File: config.mk
export PLATFORM = sky130hd
export DESIGN_NAME = float32_square_root
export DESIGN_NICKNAME = d
export VERILOG_FILES = /design/src/rtl/fsr_pkg.sv /design/src/rtl/float32_square_root.sv /design/src/rtl/fsr_front.sv /design/src/rtl/fsr_cell.sv /design/src/rtl/fsr_round.sv
export VERILOG_INCLUDE_DIRS = /design/src /design/src/rtl
export SDC_FILE = /design/constraint.sdc
export NUM_CORES = 2
export LEC_CHECK = 0
export BUFFER_PORTS_ARGS = -buffer_cell sky130_fd_sc_hd__buf_2
export CORE_UTILIZATION = 40
export CTS_BUF_LIST = sky130_fd_sc_hd__clkbuf_4 sky130_fd_sc_hd__clkbuf_8
export CTS_CLUSTER_DIAMETER = 100
export CTS_CLUSTER_SIZE = 14
export DETAILED_ROUTE_END_ITERATION = 12
export MAX_ROUTING_LAYER = met4
export SLEW_MARGIN = 20
export SYNTH_ARGS = -nofsm -noshare
export SYNTH_HDL_FRONTEND = slang
export SYNTH_SLANG_ARGS = --single-unit
File: constraint.sdc
create_clock -name i_clk -period 169 [get_ports i_clk]
set_clock_uncertainty 0.15 [all_clocks]
set_input_delay 8.45 -clock i_clk [delete_from_list [all_inputs] [get_ports i_clk]]
set_output_delay 8.45 -clock i_clk [all_outputs]
set_load 0.01 [all_outputs]
File: src/rtl/float32_square_root_assert.svh
// Assertion macros shared by the float32 square root RTL.
// Depends on nothing; included by files that carry concurrent checks.
`ifndef FLOAT32_SQUARE_ROOT_ASSERT_SVH
`define FLOAT32_SQUARE_ROOT_ASSERT_SVH

// Check a property on the rising clock edge, skipped while reset is low.
`define FSR_ASSERT(lbl, clk, rst_n, prop) \
    lbl: assert property (@(posedge clk) disable iff (!rst_n) prop) \
        else $error("assertion failed");

// Check a property on the rising clock edge, reset cycles included.
`define FSR_ASSERT_ALWAYS(lbl, clk, prop) \
    lbl: assert property (@(posedge clk) prop) else $error("assertion failed");

`endif

File: src/rtl/fsr_pkg.sv
// Types, constants and helpers for the float32 square root pipeline.
// Depends on nothing; used by every RTL module of the block.
package fsr_pkg;

    localparam int unsigned NumCells = 25;   // 24 significand bits plus round bit
    localparam int unsigned RemW     = 28;   // partial remainder and root image
    localparam int unsigned RootW    = 25;

    localparam logic [31:0] ExpMask   = 32'h7f80_0000;
    localparam logic [31:0] FracMask  = 32'h007f_ffff;
    localparam logic [31:0] QuietBit  = 32'h0040_0000;
    localparam logic [31:0] CanonNan  = 32'h7fc0_0000;
    localparam logic [31:0] HalfExp   = 32'h3f00_0000;
    localparam logic [31:0] ExpOffset = 32'h4000_0000;  // 128 << 23

    typedef struct packed {
        logic              valid;
        logic              special;
        logic [31:0]       spec_word;
        logic [7:0]        k_half;
        logic [RemW-1:0]   rem;
        logic [RemW-1:0]   s;
        logic [RootW-1:0]  q;
    } t_cell_data;

    // Left shift that brings the leading one of a subnormal fraction to bit 23.
    function automatic logic [4:0] sub_shift(input logic [22:0] frac);
        logic [4:0] n;
        n = 5'd0;
        for (int i = 0; i < 23; i++) begin
            if (frac[i]) n = 5'(23 - i);
        end
        return n;
    endfunction

endpackage

File: src/rtl/float32_square_root.sv
// Top level of the float32 square root: front end, cell chain, rounding.
// Depends on fsr_pkg, fsr_front, fsr_cell, fsr_round and the assert header.
//
// Single-precision square root, round to nearest even. One request is taken
// per cycle while the pipe advances. The pipe has two front-end stages (take
// in the operand and its subnormal shift; classify and normalize), a chain of
// 25 restoring recurrence cells that each settle one root bit, and one
// rounding stage whose register is the output register. The whole pipe
// advances together; while a result waits untaken at the output, the pipe
// holds and tready drops. Zero returns itself, +inf gives +inf, NaN comes
// back quieted, and -inf or any negative nonzero gives 0x7FC00000.
`include "float32_square_root_assert.svh"

module float32_square_root (
    input  logic        i_clk,
    input  logic        i_rst_n,
    input  logic        i_s_axis_tvalid,
    output logic        o_s_axis_tready,
    input  logic [31:0] i_s_axis_tdata,   // [31:0] operand_bits
    output logic        o_m_axis_tvalid,
    input  logic        i_m_axis_tready,
    output logic [31:0] o_m_axis_tdata    // [31:0] root_bits
);

    logic en;
    fsr_pkg::t_cell_data chain [fsr_pkg::NumCells+1];

    // Advance the pipe unless a finished result is stuck at the output.
    assign en              = !o_m_axis_tvalid || i_m_axis_tready;
    assign o_s_axis_tready = en;

    fsr_front u_front (
        .i_clk   (i_clk),
        .i_rst_n (i_rst_n),
        .i_en    (en),
        .i_valid (i_s_axis_tvalid),
        .i_x     (i_s_axis_tdata),
        .o_data  (chain[0])
    );

    for (genvar g = 0; g < fsr_pkg::NumCells; g++) begin : g_cell
        fsr_cell #(.STEP(g)) u_cell (
            .i_clk   (i_clk),
            .i_rst_n (i_rst_n),
            .i_en    (en),
            .i_data  (chain[g]),
            .o_data  (chain[g+1])
        );
    end

    fsr_round u_round (
        .i_clk   (i_clk),
        .i_rst_n (i_rst_n),
        .i_en    (en),
        .i_data  (chain[fsr_pkg::NumCells]),
        .o_valid (o_m_axis_tvalid),
        .o_word  (o_m_axis_tdata)
    );

    `FSR_ASSERT_ALWAYS(a_reset_clears, i_clk, !i_rst_n |=> !o_m_axis_tvalid)
    `FSR_ASSERT(a_stall_holds, i_clk, i_rst_n,
        o_m_axis_tvalid && !i_m_axis_tready |=> o_m_axis_tvalid && $stable(o_m_axis_tdata))
    `FSR_ASSERT(a_neg_only_nan_or_zero, i_clk, i_rst_n,
        o_m_axis_tvalid && o_m_axis_tdata[31] |->
        o_m_axis_tdata[30:23] == 8'hff || o_m_axis_tdata[30:0] == 31'd0)

endmodule

File: src/rtl/fsr_front.sv
// Front end: classify the operand, normalize subnormals, seed the recurrence.
// Depends on fsr_pkg.
module fsr_front (
    input  logic                 i_clk,
    input  logic                 i_rst_n,
    input  logic                 i_en,
    input  logic                 i_valid,
    input  logic [31:0]          i_x,
    output fsr_pkg::t_cell_data  o_data
);

    logic        r_valid1, n_valid1;
    logic [31:0] r_x;
    logic [4:0]  r_shift;
    fsr_pkg::t_cell_data r_data, n_data;

    logic [4:0] n_shift;
    logic       is_max_exp, is_zero, is_sub;
    logic [31:0] spec_word;
    logic        special;
    logic [23:0] mant24;
    logic [8:0]  k;

    assign n_valid1 = i_valid;
    assign n_shift  = fsr_pkg::sub_shift(i_x[22:0]);

    always_ff @(posedge i_clk) begin
        if (!i_rst_n) begin
            r_valid1 <= 1'b0;
        end else if (i_en) begin
            r_valid1 <= n_valid1;
        end
    end

    always_ff @(posedge i_clk) begin
        if (i_en) begin
            r_x     <= i_x;
            r_shift <= n_shift;
            r_data.special   <= n_data.special;
            r_data.spec_word <= n_data.spec_word;
            r_data.k_half    <= n_data.k_half;
            r_data.rem       <= n_data.rem;
            r_data.s         <= n_data.s;
            r_data.q         <= n_data.q;
        end
        if (!i_rst_n)  r_data.valid <= 1'b0;
        else if (i_en) r_data.valid <= n_data.valid;
    end

    always_comb begin
        is_max_exp = (r_x & fsr_pkg::ExpMask) == fsr_pkg::ExpMask;
        is_zero    = r_x[30:0] == 31'd0;
        is_sub     = r_x[30:23] == 8'd0;
        special    = 1'b1;
        spec_word  = fsr_pkg::CanonNan;
        if (is_max_exp) begin
            if ((r_x & fsr_pkg::FracMask) != 32'd0) spec_word = r_x | fsr_pkg::QuietBit;
            else if (!r_x[31])                      spec_word = r_x;
        end else if (is_zero) begin
            spec_word = r_x;
        end else if (!r_x[31]) begin
            special = 1'b0;
        end
        if (is_sub) begin
            mant24 = {1'b0, r_x[22:0]} << r_shift;
            k      = 9'd130 - {4'd0, r_shift};
        end else begin
            mant24 = {1'b1, r_x[22:0]};
            k      = {1'b0, r_x[30:23]} + 9'd129;
        end
        n_data.valid     = r_valid1;
        n_data.special   = special;
        n_data.spec_word = spec_word;
        n_data.k_half    = k[8:1];
        n_data.rem       = {4'd0, mant24} << (k[0] ? 2 : 1);
        n_data.s         = '0;
        n_data.q         = '0;
    end

    assign o_data = r_data;

endmodule

File: src/rtl/fsr_cell.sv
// One restoring square root step: decide one root bit, update remainder.
// Depends on fsr_pkg.
module fsr_cell #(
    parameter int unsigned STEP = 0
) (
    input  logic                 i_clk,
    input  logic                 i_rst_n,
    input  logic                 i_en,
    input  fsr_pkg::t_cell_data  i_data,
    output fsr_pkg::t_cell_data  o_data
);

    localparam logic [fsr_pkg::RemW-1:0] Bit =
        fsr_pkg::RemW'(1) << (fsr_pkg::NumCells - 1 - STEP);

    fsr_pkg::t_cell_data r_data, n_data;
    logic [fsr_pkg::RemW-1:0] t;

    always_comb begin
        n_data = i_data;
        t      = i_data.s + Bit;
        if (t <= i_data.rem) begin
            n_data.s   = t + Bit;
            n_data.rem = i_data.rem - t;
            n_data.q   = i_data.q | Bit[fsr_pkg::RootW-1:0];
        end
        n_data.rem = n_data.rem << 1;
    end

    always_ff @(posedge i_clk) begin
        if (i_en) begin
            r_data.special   <= n_data.special;
            r_data.spec_word <= n_data.spec_word;
            r_data.k_half    <= n_data.k_half;
            r_data.rem       <= n_data.rem;
            r_data.s         <= n_data.s;
            r_data.q         <= n_data.q;
        end
        if (!i_rst_n)  r_data.valid <= 1'b0;
        else if (i_en) r_data.valid <= n_data.valid;
    end

    assign o_data = r_data;

endmodule

File: src/rtl/fsr_round.sv
// Round to nearest even, assemble the result word, hold the output register.
// Depends on fsr_pkg.
module fsr_round (
    input  logic                 i_clk,
    input  logic                 i_rst_n,
    input  logic                 i_en,
    input  fsr_pkg::t_cell_data  i_data,
    output logic                 o_valid,
    output logic [31:0]          o_word
);

    logic        r_valid;
    logic [31:0] r_word, n_word;
    // One bit wider than the root so a round-up to 2.0 carries into the exponent.
    logic [fsr_pkg::RootW:0] q_rnd;

    always_comb begin
        q_rnd  = {1'b0, i_data.q} + {{fsr_pkg::RootW{1'b0}},
                                     (i_data.rem != '0) & i_data.q[0]};
        n_word = {7'd0, q_rnd[fsr_pkg::RootW:1]} + fsr_pkg::HalfExp
               + {1'b0, i_data.k_half, 23'd0} - fsr_pkg::ExpOffset;
        if (i_data.special) n_word = i_data.spec_word;
    end

    always_ff @(posedge i_clk) begin
        if (!i_rst_n)  r_valid <= 1'b0;
        else if (i_en) r_valid <= i_data.valid;
    end

    always_ff @(posedge i_clk) begin
        if (i_en) r_word <= n_word;
    end

    assign o_valid = r_valid;
    assign o_word  = r_word;

endmodule
==> results.yml <==
min_path:
  worstHoldStart: "g_cell[3].u_cell.o_data[110]"
  hold_class: "reg -> reg"
  whs_path_depth: 0
  whs_endpoint: "g_cell[4].u_cell.o_data[110]"
clock_network:
  cts_buffers: 187
  cts.sinks: 2334
  post-cts-setup-buffers: 0
  h-tree-depth: 4
  holdBufCountCts: 0
  cts_buffer_depth: 3
  cts_resized: 0
  clk_pin_slew_worst_paths_ps: 90
  cts_tree: "built"
  cts-root-buf: "clkbuf_8"
  clkLatencyLatePin_ps: 980
floorplanning:
  die_y_um: 501
  num_rows: 182
  initial_core_util: 0.403
  dieArea_um2: 251000
  coreArea_um2: 247000
  die_x_um: 501
  floorplan.io_pins: 70
synthesis:
  ys_seq_area_frac: 0.702
  synth_edf_count: 2306
  ys_seq_elements: 2334
  async_reset_ff_frac: 0
  synth_cells: 6713
  syn_area_per_cell_um2: 14.8
  ys_types: 93
  yosys_most_used_dff: "edfxtp_1"
  synth_area_um2: 99500
  yosys_warnings: 0
final_layout:
  fin_util: 0.434
  final_cells: 10273
  final_common_cell: "edfxtp_1"
  nFillCells: 21716
  syn_to_final_growth_pct: 7.59
  layout.nets: 7604
  layout_common_cells: "edfxtp_1, inv_1, ha_1"
  layout-drive-gt1-share: 0.0683
sta:
  fin_crit_sh: 0.107
  max_freq_mhz: 55.3
  tightest_slew_ps: 1070
  period_minus_slack_ps: 18080
  rsz0062_at_grt: "false"
  drv_slew: 0
  max_slew_margin: 0.288
  setup_viol: 0
  hold_viol: 0
  hold_slack_ps: 216
  finalSetupTns_ps: 0
grt:
  grt_pass1_vias: 49371
  grtUsageTotal: 0.133
  grt_pass1_wl_mm: 261
  grt-ovfl-total: 0
  grt_max_degree: 208
  antenna_found_initial: 5
power_and_ir_drop:
  leakagePower_nw: 43.1
  p_int_w: 0.00115
  combPwrFrac: 0.349
  power_density_nw_per_um2: 16.1
  p_sw_frac: 0.336
  switchingPower_w: 0.000580
  total_power_w: 0.00173
  power.share.clock: 0.164
  ir_drop_uv: 7.25
  power_frac_seq: 0.487
routing:
  dr_total_vias: 49829
  vias_per_cell: 4.85
  wire_per_inst_um: 15.8
  firstDrtPassIters: 6
  ant_nets: 0
  drc: 0
  finalWirelength_mm: 163
  drt_iter0_drc: 3262
flow_run:
  max_cap_violations: 0
worst_setup_path:
  startpoint_type: "input pin"
  regToRegStartpoint: "g_cell[24].u_cell.o_data[69]"
  worstPathRequired_ps: 160400
  endpoint_kind: "primary output"
  path_class: "in -> out"
  crit_arrival_ps: 9480
  cp_max_fo: 76
  worst-r2r-setup-slack_ps: 163300
  ff2ff_path_depth: 16
  timing.rr.end: "u_round.o_word[31]"
place:
  dp.cells: 10034
  hpwl_mm: 113
  gp_congestion: 0.875
  portBuffers: 69
outcome:
  status: "finished, final reports clean"
## power by group through the flow
stage | registers [W] | logic, W | clock network [W]
final | 0.000841 | 0.000602 | 0.000283
after global routing | 0.000855 | 0.000681 | 0.000316
after CTS | 0.000843 | 0.000603 | 0.000298
after detailed placement | 0.000856 | 0.000599 | 0
after global placement | 0.000854 | 0.000588 | 0
after floorplan | 0.000830 | 0.000467 | 0
## synthesized netlist by cell type, types with 10 or more instances
cell / count / share of area
or2_2: 19 / 0.0012
dfxtp_1: 28 / 0.0056
mux2i_1: 136 / 0.014
o21a_1: 82 / 0.0062
a21oi_1: 351 / 0.018
nor2_1: 273 / 0.010
xor2_1: 131 / 0.012
mux2_2: 49 / 0.0055
and2_1: 39 / 0.0025
or3_1: 23 / 0.0014
or4_1: 11 / 0.00083
a211o_1: 10 / 0.00088
o21ai_0: 312 / 0.016
a21boi_0: 43 / 0.0032
and3_1: 24 / 0.0015
clkbuf_1: 78 / 0.0029
a31oi_1: 40 / 0.0025
edfxtp_1: 2306 / 0.70
inv_1: 726 / 0.027
nand2b_1: 42 / 0.0026
o31ai_1: 18 / 0.0014
fa_1: 13 / 0.0026
nor4_1: 62 / 0.0039
o2111ai_1: 11 / 0.00097
ha_1: 644 / 0.081
buf_2: 26 / 0.0013
nor3_1: 81 / 0.0041
mux4_2: 13 / 0.0029
nand4_1: 42 / 0.0026
o22ai_1: 12 / 0.00075
o211ai_1: 36 / 0.0027
nand3_1: 77 / 0.0039
o21bai_1: 43 / 0.0032
and4_1: 11 / 0.00097
nand2_1: 359 / 0.014
a21o_1: 116 / 0.0088
xnor2_1: 160 / 0.014
a211oi_1: 53 / 0.0040
nor2b_1: 49 / 0.0031
## layout make-up
class | count | area, um2 | share of cell area
Sequential cell | 2334 | 69800 | 0.652
Multi-Input combinational cell | 3535 | 26500 | 0.248
Tap cell | 3312 | 4140 | 0.0387
Inverter | 734 | 2760 | 0.0258
Clock buffer | 211 | 2750 | 0.0257
Timing Repair Buffer | 119 | 758 | 0.00709
Clock inverter | 23 | 274 | 0.00256
Antenna cell | 5 | 12.5 | 0.000117
## state kept, by name, indices dropped and copies added (netlist names)
register	count
u_front.r_valid1	1
u_round.o_valid	1
g_cell.u_cell.o_data	2194
u_front.r_shift	5
u_front.o_data	69
u_front.r_x	32
u_round.o_word	32
## cells by family after synthesis
family / after synthesis / synth area share
flops: 2334 / 0.702
compound gates: 1245 / 0.0791
simple gates: 1142 / 0.0551
buf+inv: 845 / 0.0324
fa+ha+maj: 657 / 0.0836
xor+xnor: 291 / 0.0256
mux: 198 / 0.0222
other cells: 1 / 0.0000377
## metal layers
| layer | GRT usage | vias up | routed length (um) |
|---|---|---|---|
| li1 | - | 24902 | - |
| met1 | 0.169 | 23852 | 74900 |
| met2 | 0.215 | 759 | 76900 |
| met3 | 0.0198 | 316 | 5450 |
| met4 | 0.0481 | 0 | 5400 |
| met5 | - | - | 0 |
## critical path: stages
cell	delay (ps)
buf_2	80
nor2b_2	30
buf_4	230
inv_8	430
buf_2	240
## how the worst max path moves through the flow
stage / start / endpoint / slack (ps) / cells after the start
final: i_m_axis_tready / o_s_axis_tready / 150920 / 5
after global routing: i_m_axis_tready / o_s_axis_tready / 150780 / 5
after CTS: i_m_axis_tready / o_s_axis_tready / 150850 / 5
after detailed placement: i_m_axis_tready / o_s_axis_tready / 150850 / 5
after global placement: i_m_axis_tready / o_s_axis_tready / 150850 / 5
after floorplan: i_m_axis_tready / o_s_axis_tready / 89780 / 3
## metrics by stage
stage | area [um2] | worst slack [ps]
after floorplan | 99500 | 89780
after global placement | 104000 | 150850
after detailed placement | 104000 | 150850
after CTS | 107000 | 150850
after global routing | 107000 | 150780
final | 107000 | 150920
Power figures use the tool's default switching activity.
